`config.mk`:
```
export PLATFORM = sky130hd
export DESIGN_NAME = utf8_stream_decoder
export DESIGN_NICKNAME = d
export VERILOG_FILES = /design/src/u8d_pkg.sv /design/src/u8d_fifo.sv /design/src/u8d_front.sv /design/src/u8d_back.sv /design/src/utf8_stream_decoder.sv
export SDC_FILE = /design/constraint.sdc
export NUM_CORES = 1
export LEC_CHECK = 0
export BUFFER_PORTS_ARGS = -buffer_cell sky130_fd_sc_hd__buf_4
export CORE_ASPECT_RATIO = 0.75
export CORE_UTILIZATION = 53
export DETAILED_ROUTE_END_ITERATION = 10
export GPL_TIMING_DRIVEN = 1
export PLACE_DENSITY = 0.76
export SYNTH_ARGS = -nofsm -noshare
export SYNTH_HDL_FRONTEND = slang
export SYNTH_SLANG_ARGS = --single-unit
export TNS_END_PERCENT = 100
```
`constraint.sdc`:
```
create_clock -name clock -period 9.25 [get_ports clock]
set_clock_uncertainty 0.2 [all_clocks]
set_input_delay 1.3875 -clock clock [delete_from_list [all_inputs] [get_ports clock]]
set_output_delay 1.3875 -clock clock [all_outputs]
set_load 0.02 [all_outputs]
```
`src/u8d_pkg.sv`:
```
// Shared types, constants and lookup functions for the UTF-8 stream decoder.
package u8d_pkg;

   // Default width of the internal code point counter
   localparam int COUNT_WIDTH_DEFAULT = 32;
   // Depth of the queue between the classifier and the decoder core
   localparam int MID_DEPTH = 2;
   // Depth of the result queue
   localparam int OUT_DEPTH = 2;

   localparam int CHAR_COUNT_WIDTH = 32;
   localparam int CODE_POINT_WIDTH = 21;

   // DFA state codes
   localparam logic [3:0] ST_ACCEPT = 4'd0;
   localparam logic [3:0] ST_REJECT = 4'd1;
   localparam logic [3:0] ST_LAST   = 4'd8;

   // Status codes reported per beat
   localparam logic [1:0] STATUS_ACCEPT  = 2'd0;
   localparam logic [1:0] STATUS_PENDING = 2'd1;
   localparam logic [1:0] STATUS_REJECT  = 2'd2;

   // Byte classes
   localparam logic [3:0] CLS_ASCII    = 4'd0;
   localparam logic [3:0] CLS_CONT_LO  = 4'd1;
   localparam logic [3:0] CLS_LEAD2    = 4'd2;
   localparam logic [3:0] CLS_LEAD3    = 4'd3;
   localparam logic [3:0] CLS_LEAD_ED  = 4'd4;
   localparam logic [3:0] CLS_LEAD_F4  = 4'd5;
   localparam logic [3:0] CLS_LEAD4    = 4'd6;
   localparam logic [3:0] CLS_CONT_HI  = 4'd7;
   localparam logic [3:0] CLS_INVALID  = 4'd8;
   localparam logic [3:0] CLS_CONT_MID = 4'd9;
   localparam logic [3:0] CLS_LEAD_E0  = 4'd10;
   localparam logic [3:0] CLS_LEAD_F0  = 4'd11;

   // Transition table indexed by state, then byte class
   localparam logic [3:0] NEXT_STATE_TABLE [0:8][0:11] = '{
      '{4'd0, 4'd1, 4'd2, 4'd3, 4'd5, 4'd8, 4'd7, 4'd1, 4'd1, 4'd1, 4'd4, 4'd6},
      '{4'd1, 4'd1, 4'd1, 4'd1, 4'd1, 4'd1, 4'd1, 4'd1, 4'd1, 4'd1, 4'd1, 4'd1},
      '{4'd1, 4'd0, 4'd1, 4'd1, 4'd1, 4'd1, 4'd1, 4'd0, 4'd1, 4'd0, 4'd1, 4'd1},
      '{4'd1, 4'd2, 4'd1, 4'd1, 4'd1, 4'd1, 4'd1, 4'd2, 4'd1, 4'd2, 4'd1, 4'd1},
      '{4'd1, 4'd1, 4'd1, 4'd1, 4'd1, 4'd1, 4'd1, 4'd2, 4'd1, 4'd1, 4'd1, 4'd1},
      '{4'd1, 4'd2, 4'd1, 4'd1, 4'd1, 4'd1, 4'd1, 4'd1, 4'd1, 4'd2, 4'd1, 4'd1},
      '{4'd1, 4'd1, 4'd1, 4'd1, 4'd1, 4'd1, 4'd1, 4'd3, 4'd1, 4'd3, 4'd1, 4'd1},
      '{4'd1, 4'd3, 4'd1, 4'd1, 4'd1, 4'd1, 4'd1, 4'd3, 4'd1, 4'd3, 4'd1, 4'd1},
      '{4'd1, 4'd3, 4'd1, 4'd1, 4'd1, 4'd1, 4'd1, 4'd1, 4'd1, 4'd1, 4'd1, 4'd1}
   };

   // Input beat
   typedef struct packed {
      logic [7:0] data_byte;
      logic       last_byte;
   } req_type;

   // Result beat
   typedef struct packed {
      logic [CODE_POINT_WIDTH-1:0] code_point;
      logic                        code_done;
      logic [1:0]                  status;
      logic                        string_valid;
      logic [CHAR_COUNT_WIDTH-1:0] char_count;
   } rsp_type;

   // Classified beat passed from front to back
   typedef struct packed {
      logic [7:0] data_byte;
      logic       last_byte;
      logic [3:0] char_class;
   } cls_item_type;

   // Map a raw byte to its character class
   function automatic logic [3:0] byte_class(input logic [7:0] b);
      logic [3:0] cls;
      if (b < 8'h80)       cls = CLS_ASCII;
      else if (b < 8'h90)  cls = CLS_CONT_LO;
      else if (b < 8'hA0)  cls = CLS_CONT_MID;
      else if (b < 8'hC0)  cls = CLS_CONT_HI;
      else if (b < 8'hC2)  cls = CLS_INVALID;
      else if (b < 8'hE0)  cls = CLS_LEAD2;
      else if (b == 8'hE0) cls = CLS_LEAD_E0;
      else if (b == 8'hED) cls = CLS_LEAD_ED;
      else if (b < 8'hF0)  cls = CLS_LEAD3;
      else if (b == 8'hF0) cls = CLS_LEAD_F0;
      else if (b < 8'hF4)  cls = CLS_LEAD4;
      else if (b == 8'hF4) cls = CLS_LEAD_F4;
      else                 cls = CLS_INVALID;
      return cls;
   endfunction

   // DFA transition; out-of-range states behave as reject
   function automatic logic [3:0] next_state(input logic [3:0] st, input logic [3:0] cls);
      logic [3:0] nst;
      if (st > ST_LAST || cls > CLS_LEAD_F0) nst = ST_REJECT;
      else                                   nst = NEXT_STATE_TABLE[st][cls];
      return nst;
   endfunction

endpackage

```
`src/u8d_fifo.sv`:
```
// Small synchronous FIFO used between the decoder stages and on the result side.
module u8d_fifo #(
   parameter int WIDTH = 8,
   parameter int DEPTH = 2
) (
   input  logic             clock,
   input  logic             reset,
   input  logic             push,
   input  logic [WIDTH-1:0] push_data,
   output logic             full,
   input  logic             pop,
   output logic [WIDTH-1:0] pop_data,
   output logic             empty
);

   localparam int PTR_W = (DEPTH > 1) ? $clog2(DEPTH) : 1;
   localparam int CNT_W = $clog2(DEPTH + 1);

   logic [WIDTH-1:0] mem_ff [DEPTH];
   logic [PTR_W-1:0] wr_ptr_ff, wr_ptr_in;
   logic [PTR_W-1:0] rd_ptr_ff, rd_ptr_in;
   logic [CNT_W-1:0] count_ff, count_in;
   logic             do_push;
   logic             do_pop;

   assign full     = (count_ff == CNT_W'(DEPTH));
   assign empty    = (count_ff == '0);
   assign do_push  = push && !full;
   assign do_pop   = pop && !empty;
   assign pop_data = mem_ff[rd_ptr_ff];

   // pointer and occupancy update
   always_comb begin
      wr_ptr_in = wr_ptr_ff;
      rd_ptr_in = rd_ptr_ff;
      count_in  = count_ff;
      if (do_push) begin
         wr_ptr_in = (wr_ptr_ff == PTR_W'(DEPTH - 1)) ? '0 : wr_ptr_ff + 1'b1;
      end
      if (do_pop) begin
         rd_ptr_in = (rd_ptr_ff == PTR_W'(DEPTH - 1)) ? '0 : rd_ptr_ff + 1'b1;
      end
      if (do_push && !do_pop) begin
         count_in = count_ff + 1'b1;
      end else if (do_pop && !do_push) begin
         count_in = count_ff - 1'b1;
      end
   end

   always_ff @(posedge clock) begin
      if (reset) begin
         wr_ptr_ff <= '0;
         rd_ptr_ff <= '0;
         count_ff  <= '0;
      end else begin
         wr_ptr_ff <= wr_ptr_in;
         rd_ptr_ff <= rd_ptr_in;
         count_ff  <= count_in;
      end
   end

   // storage, no reset needed
   always_ff @(posedge clock) begin
      if (do_push) begin
         mem_ff[wr_ptr_ff] <= push_data;
      end
   end

endmodule

```
`src/u8d_front.sv`:
```
// Front stage: accepts input beats and registers each byte with its class.
module u8d_front (
   input  logic                  clock,
   input  logic                  reset,
   input  logic                  req_push,
   input  u8d_pkg::req_type      req_item,
   output logic                  req_full,
   output logic                  mid_push,
   output u8d_pkg::cls_item_type mid_item,
   input  logic                  mid_full
);

   logic                  stage_valid_ff, stage_valid_in;
   u8d_pkg::cls_item_type stage_item_ff;
   logic                  accept;
   logic                  drain;

   assign req_full = stage_valid_ff && mid_full;
   assign accept   = req_push && !req_full;
   assign drain    = stage_valid_ff && !mid_full;
   assign mid_push = drain;
   assign mid_item = stage_item_ff;

   // stage occupancy
   assign stage_valid_in = accept || (stage_valid_ff && !drain);

   always_ff @(posedge clock) begin
      if (reset) begin
         stage_valid_ff <= 1'b0;
      end else begin
         stage_valid_ff <= stage_valid_in;
      end
   end

   // classify on capture
   always_ff @(posedge clock) begin
      if (accept) begin
         stage_item_ff.data_byte  <= req_item.data_byte;
         stage_item_ff.last_byte  <= req_item.last_byte;
         stage_item_ff.char_class <= u8d_pkg::byte_class(req_item.data_byte);
      end
   end

endmodule

```
`src/u8d_back.sv`:
```
// Back stage: DFA step, code point assembly and per-string counting.
module u8d_back #(
   parameter int COUNT_WIDTH = u8d_pkg::COUNT_WIDTH_DEFAULT
) (
   input  logic                  clock,
   input  logic                  reset,
   input  logic                  mid_empty,
   input  u8d_pkg::cls_item_type mid_item,
   output logic                  mid_pop,
   input  logic                  out_full,
   output logic                  out_push,
   output u8d_pkg::rsp_type      out_item
);

   logic [3:0]                           state_ff, state_in;
   logic [u8d_pkg::CODE_POINT_WIDTH-1:0] acc_ff, acc_in;
   logic [COUNT_WIDTH-1:0]               cnt_ff, cnt_in;
   logic [3:0]                           nst;
   logic                                 done;
   logic [COUNT_WIDTH-1:0]               cnt_next;
   logic [u8d_pkg::CODE_POINT_WIDTH-1:0] acc_next;
   logic [7:0]                           lead_bits;
   logic [u8d_pkg::CHAR_COUNT_WIDTH-1:0] count_report;
   logic                                 proc;

   // one beat per cycle when there is input and room for the result
   assign proc     = !mid_empty && !out_full;
   assign mid_pop  = proc;
   assign out_push = proc;

   // accumulator and transition
   always_comb begin
      lead_bits = (8'hFF >> mid_item.char_class) & mid_item.data_byte;
      if (state_ff != u8d_pkg::ST_ACCEPT) begin
         acc_next = {acc_ff[u8d_pkg::CODE_POINT_WIDTH-7:0], mid_item.data_byte[5:0]};
      end else begin
         acc_next = {{(u8d_pkg::CODE_POINT_WIDTH - 8){1'b0}}, lead_bits};
      end
      nst      = u8d_pkg::next_state(state_ff, mid_item.char_class);
      done     = (nst == u8d_pkg::ST_ACCEPT);
      cnt_next = (done && cnt_ff != '1) ? cnt_ff + 1'b1 : cnt_ff;
   end

   // clamp the counter to the 32-bit report field
   generate
      if (COUNT_WIDTH > u8d_pkg::CHAR_COUNT_WIDTH) begin : g_wide_cnt
         assign count_report = (|cnt_next[COUNT_WIDTH-1:u8d_pkg::CHAR_COUNT_WIDTH])
                               ? '1 : cnt_next[u8d_pkg::CHAR_COUNT_WIDTH-1:0];
      end else begin : g_narrow_cnt
         assign count_report = u8d_pkg::CHAR_COUNT_WIDTH'(cnt_next);
      end
   endgenerate

   // result beat
   always_comb begin
      out_item.code_point   = done ? acc_next : '0;
      out_item.code_done    = done;
      if (nst == u8d_pkg::ST_ACCEPT) begin
         out_item.status = u8d_pkg::STATUS_ACCEPT;
      end else if (nst == u8d_pkg::ST_REJECT) begin
         out_item.status = u8d_pkg::STATUS_REJECT;
      end else begin
         out_item.status = u8d_pkg::STATUS_PENDING;
      end
      out_item.string_valid = mid_item.last_byte && done;
      out_item.char_count   = (mid_item.last_byte && done) ? count_report : '0;
   end

   // state update; end of string returns to reset values
   always_comb begin
      state_in = state_ff;
      acc_in   = acc_ff;
      cnt_in   = cnt_ff;
      if (proc) begin
         if (mid_item.last_byte) begin
            state_in = u8d_pkg::ST_ACCEPT;
            acc_in   = '0;
            cnt_in   = '0;
         end else begin
            state_in = nst;
            acc_in   = acc_next;
            cnt_in   = cnt_next;
         end
      end
   end

   always_ff @(posedge clock) begin
      if (reset) begin
         state_ff <= u8d_pkg::ST_ACCEPT;
         acc_ff   <= '0;
         cnt_ff   <= '0;
      end else begin
         state_ff <= state_in;
         acc_ff   <= acc_in;
         cnt_ff   <= cnt_in;
      end
   end

   // checks
   a_state_range: assert property (@(posedge clock) disable iff (reset)
      state_ff <= u8d_pkg::ST_LAST)
      else $error("DFA state out of range");

   a_end_clears: assert property (@(posedge clock) disable iff (reset)
      proc && mid_item.last_byte |=> state_ff == u8d_pkg::ST_ACCEPT && cnt_ff == '0)
      else $error("state not cleared after end of string");

   a_done_status: assert property (@(posedge clock) disable iff (reset)
      proc && out_item.code_done |-> out_item.status == u8d_pkg::STATUS_ACCEPT)
      else $error("completed code point without accept status");

   a_valid_last: assert property (@(posedge clock) disable iff (reset)
      proc && out_item.string_valid |-> mid_item.last_byte)
      else $error("string_valid outside last byte");

endmodule

```
`src/utf8_stream_decoder.sv`:
```
// Top level of the UTF-8 stream decoder: front classifier, queue, DFA core, result queue.
//
// Usage:
//   Input channel: drive req_item (data_byte, last_byte) and raise req_push;
//   a beat is taken at a rising edge with req_push high and req_full low.
//   last_byte marks the final byte of a string; a zero byte is ordinary data.
//   Result channel: while rsp_empty is low, rsp_item holds the oldest result;
//   raising rsp_pop takes it at the next rising edge. One result per byte.
//   Each result gives the completed code point (with code_done), the DFA
//   status, and on the last byte string_valid and char_count.
// Timing:
//   One byte per cycle sustained while the receiver keeps popping. A result
//   reaches rsp_item through the front register, the inner queue, and the
//   result queue written by the DFA core. The DFA core's state update
//   sets the rate.
// Reset and stall:
//   reset (synchronous, active high) empties both queues and returns the DFA
//   to the accept state with zero count. When the receiver stops popping,
//   the result queue fills, the core stops, the inner queue fills, and
//   req_full rises; no beat is lost or repeated.
module utf8_stream_decoder #(
   parameter int COUNT_WIDTH = u8d_pkg::COUNT_WIDTH_DEFAULT
) (
   input  logic             clock,
   input  logic             reset,
   input  logic             req_push,
   input  u8d_pkg::req_type req_item,
   output logic             req_full,
   output logic             rsp_empty,
   input  logic             rsp_pop,
   output u8d_pkg::rsp_type rsp_item
);

   localparam int CLS_W = $bits(u8d_pkg::cls_item_type);
   localparam int RSP_W = $bits(u8d_pkg::rsp_type);

   logic                  mid_push;
   logic                  mid_full;
   logic                  mid_pop;
   logic                  mid_empty;
   u8d_pkg::cls_item_type mid_wr_item;
   u8d_pkg::cls_item_type mid_rd_item;
   logic                  out_push;
   logic                  out_full;
   u8d_pkg::rsp_type      out_wr_item;

   // byte capture and classification
   u8d_front u_front (
      .clock    (clock),
      .reset    (reset),
      .req_push (req_push),
      .req_item (req_item),
      .req_full (req_full),
      .mid_push (mid_push),
      .mid_item (mid_wr_item),
      .mid_full (mid_full)
   );

   // queue between front and back
   u8d_fifo #(
      .WIDTH (CLS_W),
      .DEPTH (u8d_pkg::MID_DEPTH)
   ) u_mid_fifo (
      .clock     (clock),
      .reset     (reset),
      .push      (mid_push),
      .push_data (mid_wr_item),
      .full      (mid_full),
      .pop       (mid_pop),
      .pop_data  (mid_rd_item),
      .empty     (mid_empty)
   );

   // DFA core
   u8d_back #(
      .COUNT_WIDTH (COUNT_WIDTH)
   ) u_back (
      .clock     (clock),
      .reset     (reset),
      .mid_empty (mid_empty),
      .mid_item  (mid_rd_item),
      .mid_pop   (mid_pop),
      .out_full  (out_full),
      .out_push  (out_push),
      .out_item  (out_wr_item)
   );

   // result queue
   u8d_fifo #(
      .WIDTH (RSP_W),
      .DEPTH (u8d_pkg::OUT_DEPTH)
   ) u_out_fifo (
      .clock     (clock),
      .reset     (reset),
      .push      (out_push),
      .push_data (out_wr_item),
      .full      (out_full),
      .pop       (rsp_pop),
      .pop_data  (rsp_item),
      .empty     (rsp_empty)
   );

endmodule

```
==> results by group, run 1 <==
Yosys
  • Mapped Nets: 860
  • Syn_area_per_cell: 11.6 um2
  • EDFF count, synth: 153
  • Compound-cell area share of the yosys netlist: 0.121
  • Mux cell area share after synthesis: 0.0896
  • Post-synthesis sequential area ratio: 0.596
  • Simple logic cell fraction of the synthesized area: 0.143
  • Largest family of logic cells by synthesized area: simple AND/OR/NAND/NOR gates
  • Dominant synthesized flop cell: edfxtp_1
  • Mapped Area: roughly 10000 um2
  • Post-synthesis async set-or-reset flop share: 0
  • Mapped Cells: 844
  • Adder-cell share of the synthesized area: 0.00384
  • Yosys warning count: 0
  • Seq cells post-synth: 215
  • Xor and xnor area share after synthesis: 0.0161
  • Netlist cell types: 63

Pwr
  • Power per standard cell area: between 300 and 400 nW/um2
  • Cell leakage power: around 0.0038 uW
  • Peak VDD IR: 187 uV
  • Power Total: ~3400 uW

Setup path
  • R2R Path End: u_out_fifo.mem_ff[1][11]$_DFFE_PP_
  • Kind of critical path: register to register
  • Worst setup EP type: register
  • Reg2reg path depth: 7
  • Worst Path Required: 9390 ps
  • R2r setup slk: about 4300 ps
  • Critical path arrival: between 5000 and 6000 ps
  • Max Fanout on Critical Path: 31
  • CP startpoint kind: register

Clock tree
  • Clock root cell: clkbuf_16
  • Num CTS Buffers: 22
  • Clock transition at path regs: roughly 60 ps
  • Hold Buf Count CTS: 0
  • Post-cts resize count: 0
  • Htree depth: 1
  • Setup bufs post-CTS: 0
  • Clock Latency Late Sink: 520 ps
  • CTS tree: built
  • Deepest clock path buffer count: 3
  • Clock Sinks: between 200 and 250

Place
  • # port buffers: between 70 and 80
  • Placer Congestion: just under 0.9
  • Post-DP Area: approximately 10000 um2
  • Hpwl dp: 13100 um

Timing
  • Tcrit/Tclk final: 0.530
  • Slew @ Worst Pin: 1120 ps
  • Hold slack: 243 ps
  • Slew headroom: 0.251
  • Unrepaired setup endpoints after global routing: false
  • F_max: roughly 200 MHz
  • Post-layout min period: roughly 4900 ps
  • Setup TNS: 0 ps
  • Setup violators final: 0
  • Final hold vios: 0
  • Max-slew violations: 0

Die
  • # rows: between 40 and 50
  • I/O pins: between 70 and 80
  • Initial Util: 0.548
  • Core footprint: 17900 um2
  • Die height: around 120 um
  • Die Wd: between 150 and 200 um
  • Die area: approximately 19000 um2

Finish
  • Layout cells sized above 1: 0.206
  • NumNets Final: 909
  • Post-route cell area: approximately 11000 um2
  • # fillers: ~1.4k
  • Area Growth Syn to Fin: 14.6%
  • Multi-input logic area: between 3000 and 4000 um2
  • Register area: about 5800 um2
  • Commonest cells after routing, fill and taps aside: 153 x edfxtp_1, 79 x buf_4, 71 x nor2_1, 61 x dfxtp_1, 60 x mux2_2
  • Commonest non-fill, non-tap cell in the layout: edfxtp_1
  • N_diodes: 0

Drt
  • Iteration-0 DRC Markers: between 600 and 700
  • DR pass1 iterations: 6
  • DRC viols: 0
  • Vias: ~7k
  • Post-DR vias/cell: between 6 and 7
  • Final WL: approximately 21000 um
  • Post-route ant nets: 0
  • Per-cell routed wire length: between 15 and 20 um

Min path
  • Hold WC Path Type: register to register
  • Hold path start: u_front.mid_item[11]$_DFFE_PP_
  • Hold depth: 0
  • Min-Delay Endpoint: u_mid_fifo.mem_ff[0][11]$_DFFE_PP_

GRT
  • Initial antenna violation count: 0
  • Largest net degree at the start of global routing: 58
  • Vias in the first global route: approximately 6.3k
  • Gr ovfl total: 0
  • Overall global routing resource usage: 0.218
  • Global-route wire length before repair: ~33000 um

Job
  • Max cap viols: 0

Run status
  • Outcome: completed
## report_power, final
part	switching, uW	internal (uW)	total, uW
Clock	368	533	901
Sequential	81.2	1270	1360
Combinational	739	444	1180
Total	1190	2250	3440
## flip-flops by register name, indices dropped and copies added, names as in the netlist, named ones only
signal,count
u_back.acc_ff,15
u_back.cnt_ff,32
u_back.state_ff,4
u_front.mid_item,13
u_front.stage_valid_ff,1
u_mid_fifo.count_ff,2
u_mid_fifo.mem_ff,26
u_mid_fifo.rd_ptr_ff,1
u_mid_fifo.wr_ptr_ff,1
u_out_fifo.count_ff,2
u_out_fifo.mem_ff,114
u_out_fifo.rd_ptr_ff,1
u_out_fifo.wr_ptr_ff,1
## worst max-delay path by stage
stage	end	cells past startpoint	slack, ps	start
finish	u_out_fifo.mem_ff[1][11]$_DFFE_PP_	7	4350	register
global placement	u_out_fifo.mem_ff[0][3]$_DFFE_PP_	7	4640	register
CTS	u_out_fifo.mem_ff[1][5]$_DFFE_PP_	7	4460	register
floorplan	u_out_fifo.mem_ff[0][0]$_DFFE_PP_	4	5250	u_out_fifo.count_ff[0]$_SDFFE_PP0P_
global route	u_out_fifo.mem_ff[1][3]$_DFFE_PP_	7	3890	register
detailed placement	u_out_fifo.mem_ff[1][5]$_DFFE_PP_	7	4450	register
## critical path: stages, from the launching register on
cell and delay (ps):
dfxtp_1 980, mux2i_2 610, mux2i_1 250, a211oi_1 130, nor4b_2 630, nand3_1 950, or4_1 780, a21oi_1 200
## logic make-up after synthesis
logic type | count (synthesis)
XOR/XNOR | 18
AO/OA/AOI/OAI | 185
AND/OR/NAND/NOR | 271
buffers and inverters | 73
adder cells (fa/ha/maj) | 3
flip-flops | 215
multiplexers | 79
## cell type report
| cell class | instances | share of cell area |
|---|---|---|
| multi-input combinational | 556 | 0.327 |
| clock inverter | 14 | 0.0146 |
| sequential | 215 | 0.520 |
| clock buffer | 26 | 0.0513 |
| inverter | 19 | 0.00636 |
| tap | 242 | 0.0270 |
| timing repair buffer | 79 | 0.0529 |
## through the flow
| step | util | setup WS [ps] | instances |
|---|---|---|---|
| floorplan | - | 5250 | 844 |
| global placement | 0.586 | 4640 | 1111 |
| detailed placement | 0.586 | 4450 | 1111 |
| CTS | 0.628 | 4460 | 1151 |
| global route | 0.628 | 3890 | 1151 |
| finish | 0.628 | 4350 | 1151 |
## metal layers
layer  vias up  GRT usage  wire length [um]
li1       3311          -                 -
met2       301      0.329              8940
met5         -          0                 0
met1      3359      0.323              9710
met4         0     0.0529               377
met3        32     0.0429              1840
## synth_stat cells, drive strengths merged, types with 3 or more instances
library cell | instances | share of area
nand2b | 6 | 0.0038
a31oi | 29 | 0.019
dfxtp | 62 | 0.13
edfxtp | 153 | 0.47
a41oi | 3 | 0.0027
xnor2 | 11 | 0.0098
and4 | 3 | 0.0027
a211oi | 7 | 0.0054
o211ai | 5 | 0.0038
nor2b | 3 | 0.0019
a32oi | 4 | 0.0036
nand4 | 9 | 0.0058
o31ai | 16 | 0.012
nor4 | 10 | 0.0070
nor2 | 72 | 0.028
o311ai | 4 | 0.0036
mux2i | 16 | 0.017
inv | 19 | 0.0073
nor3 | 16 | 0.0082
and3 | 21 | 0.013
or4 | 17 | 0.013
and2 | 6 | 0.0038
nand2 | 55 | 0.021
a21oi | 41 | 0.021
or3 | 24 | 0.016
o21ai | 42 | 0.021
ha | 3 | 0.0038
nand3 | 18 | 0.0092
mux2 | 63 | 0.073
nand3b | 3 | 0.0023
a22oi | 11 | 0.0084
clkbuf | 45 | 0.017
a21o | 3 | 0.0023
buf | 9 | 0.0054
xor2 | 7 | 0.0063
Note: power is estimated with default switching activity, not from simulation.
==> inputs of run 2 (changes only) <==
--- a/config.mk
+++ b/config.mk
@@ -10,7 +10,7 @@
 export CORE_UTILIZATION = 53
 export DETAILED_ROUTE_END_ITERATION = 10
 export GPL_TIMING_DRIVEN = 1
-export PLACE_DENSITY = 0.76
+export PLACE_DENSITY = 0.78
 export SYNTH_ARGS = -nofsm -noshare
 export SYNTH_HDL_FRONTEND = slang
 export SYNTH_SLANG_ARGS = --single-unit
==> constraint.sdc (replaced) <==
create_clock -name clock -period 4.5 [get_ports clock]
set_clock_uncertainty 0.2 [all_clocks]
set_input_delay 0.675 -clock clock [delete_from_list [all_inputs] [get_ports clock]]
set_output_delay 0.675 -clock clock [all_outputs]
set_load 0.02 [all_outputs]
==> results by group, run 2 (same netlist as run 1, synthesis figures left out) <==
Run status
  • Outcome: completed (unchanged)

Timing
  • Setup violators final: 0 (unchanged)
  • Setup TNS: 0 ps (unchanged)
  • Unrepaired setup endpoints after global routing: false (unchanged)
  • Final hold vios: 0 (unchanged)
  • F_max: 242 MHz (was 204 MHz)
  • Post-layout min period: 4130 ps (was 4900 ps)
  • Max-slew violations: 0 (unchanged)
  • Tcrit/Tclk final: 0.918 (was 0.530)
  • Slew @ Worst Pin: 1030 ps (was 1120 ps)
  • Slew headroom: 0.308 (was 0.251)

Die
  • Initial Util: 0.548 (unchanged)
  • # rows: 42 (unchanged)
  • Die height: 120 um (unchanged)
  • Die area: 19000 um2 (unchanged)
  • Die Wd: 159 um (unchanged)
  • I/O pins: 72 (unchanged)
  • Core footprint: 17900 um2 (unchanged)

Finish
  • Top reg by flops: u_out_fifo.mem_ff (unchanged)
  • N_diodes: 0 (unchanged)
  • Commonest non-fill, non-tap cell in the layout: edfxtp_1 (unchanged)
  • Area Growth Syn to Fin: 15.2% (was 14.6%)
  • Layout cells sized above 1: 0.208 (was 0.206)
  • Max reg flops: 114 (unchanged)
  • Biggest regs: u_out_fifo.mem_ff x114, u_back.cnt_ff x32, u_mid_fifo.mem_ff x26 (unchanged)
  • NumNets Final: 915 (was 909)
  • Commonest cells after routing, fill and taps aside: 153 x edfxtp_1, 85 x buf_4, 71 x nor2_1, 61 x dfxtp_1, 60 x mux2_2 (was 153 x edfxtp_1, 79 x buf_4, 71 x nor2_1, 61 x dfxtp_1, 60 x mux2_2)

Clock tree
  • Post-cts resize count: 0 (unchanged)
  • Clock Sinks: 215 (unchanged)
  • Clock root cell: clkbuf_16 (unchanged)
  • Num CTS Buffers: 21 (was 22)
  • Deepest clock path buffer count: 3 (unchanged)
  • Htree depth: 1 (unchanged)
  • CTS tree: built (unchanged)
  • Clock transition at path regs: 60 ps (about the same)
  • Setup bufs post-CTS: 0 (unchanged)
  • Hold Buf Count CTS: 0 (unchanged)
  • Clock Latency Late Sink: 500 ps (was 520 ps)

Setup path
  • Max Fanout on Critical Path: 29 (was 31)
  • Critical path arrival: 4160 ps (was 5050 ps)
  • Kind of critical path: register to register (unchanged)
  • Worst setup EP type: register (unchanged)
  • Slowest-stage cell, CP: dfxtp_1 (unchanged)
  • Largest stage delay, worst path: 670 ps (was 980 ps)
  • R2R Path End: u_out_fifo.mem_ff[1][52]$_DFFE_PP_ (was u_out_fifo.mem_ff[1][11]$_DFFE_PP_)
  • CP startpoint kind: register (unchanged)
  • Worst Path Required: 4530 ps (was 9390 ps)
  • R2r setup slk: 370 ps (was 4350 ps)
  • Reg2reg path depth: 8 (was 7)
  • Worst path cell trace: mux2i_2, mux2i_1, a211oi_1, nor4b_2, buf_4, nand2_1, inv_1, and3_1 (was mux2i_2, mux2i_1, a211oi_1, nor4b_2, nand3_1, or4_1, a21oi_1)

Place
  • Hpwl dp: 13500 um (was 13100 um)
  • Placer Congestion: 0.860 (was 0.887)
  • # port buffers: 71 (unchanged)

Pwr
  • Power Total: 7120 uW (was 3440 uW)
  • Peak VDD IR: 314 uV (was 187 uV)
  • Cell leakage power: 0.00383 uW (was 0.00381 uW)
  • Power per standard cell area: 632 nW/um2 (was 307 nW/um2)

GRT
  • Gr ovfl total: 0 (unchanged)
  • Global-route wire length before repair: 33100 um (about the same)
  • Largest net degree at the start of global routing: 45 (was 58)
  • Overall global routing resource usage: 0.217 (was 0.218)
  • Vias in the first global route: 6201 (was 6324)
  • Initial antenna violation count: 0 (unchanged)

Drt
  • Post-route ant nets: 0 (unchanged)
  • Per-cell routed wire length: 17.7 um (was 18.1 um)
  • DR pass1 iterations: 5 (was 6)
  • Iteration-0 DRC Markers: 690 (was 668)
  • DRC viols: 0 (unchanged)
  • Vias: 6884 (was 7003)
  • Post-DR vias/cell: 5.96 (was 6.08)
  • Final WL: 20500 um (was 20900 um)

Min path
  • Min-Delay Endpoint: u_front.mid_item[4]$_DFFE_PP_ (was u_mid_fifo.mem_ff[0][11]$_DFFE_PP_)
  • Hold depth: 1 (was 0)
  • Hold WC Path Type: input pin to register (was register to register)
  • Hold path start: req_item[0] (was u_front.mid_item[11]$_DFFE_PP_)

Job
  • Max cap viols: 0 (unchanged)
run 2: area by class of cell:
type                       count  area, um2
fill                        1409       6600
tap                          242        303
clock inverter                13        191
inverter                      19       71.3
timing repair buffer          86        658
multi-input combinational    556       3670
sequential                   215       5840
clock buffer                  24        537
run 2: worst max-delay path by stage:
stage                                                    from                            endpoint  slack, ps  depth (start not counted)
after floorplan           u_out_fifo.count_ff[0]$_SDFFE_PP0P_   u_out_fifo.mem_ff[0][0]$_DFFE_PP_        500                          4
after global placement                               register  u_out_fifo.mem_ff[0][51]$_DFFE_PP_        600                          8
after detailed placement                             register  u_out_fifo.mem_ff[0][49]$_DFFE_PP_        420                          8
after CTS                                            register  u_out_fifo.mem_ff[1][49]$_DFFE_PP_        410                          8
after global routing                                 register  u_out_fifo.mem_ff[1][49]$_DFFE_PP_        100                          8
final                                                register  u_out_fifo.mem_ff[1][52]$_DFFE_PP_        370                          8
run 2: worst max-delay path: cells and delay by family, from the launching register on:
| family | cells | cell delay, ps |
|---|---|---|
| mux | 2 | 740 |
| buf+inv | 2 | 770 |
| compound gates | 1 | 430 |
| simple gates | 3 | 1050 |
| flops | 1 | 670 |
run 2: where the power goes:
part           total [uW]  internal (uW)  switching, uW  leakage (uW)
logic                2450            954           1500       0.00153
registers            2810           2620            199       0.00195
clock network        1850           1140            709      0.000350
total                7120           4710           2410       0.00383
run 2: per-stage QoR:
stage | setup WS, ps | cell area, um2 | hold slack [ps] | cells | util
after floorplan | 498 | 9780 | 221 | 844 | -
after global placement | 604 | 10500 | 226 | 1118 | 0.590
after detailed placement | 421 | 10500 | 232 | 1118 | 0.590
after CTS | 409 | 11300 | 141 | 1155 | 0.631
after global routing | 96.7 | 11300 | 148 | 1155 | 0.631
final | 371 | 11300 | 157 | 1155 | 0.631
run 2: per-layer routing:
layer | vias to the layer above | wire length, um | GRT usage | part of all wire
li1 | 3331 | - | - | -
met1 | 3254 | 10000 | 0.335 | 0.49
met2 | 269 | 8560 | 0.313 | 0.42
met3 | 30 | 1580 | 0.0425 | 0.077
met4 | 0 | 331 | 0.0481 | 0.016
met5 | - | 0 | 0 | 0
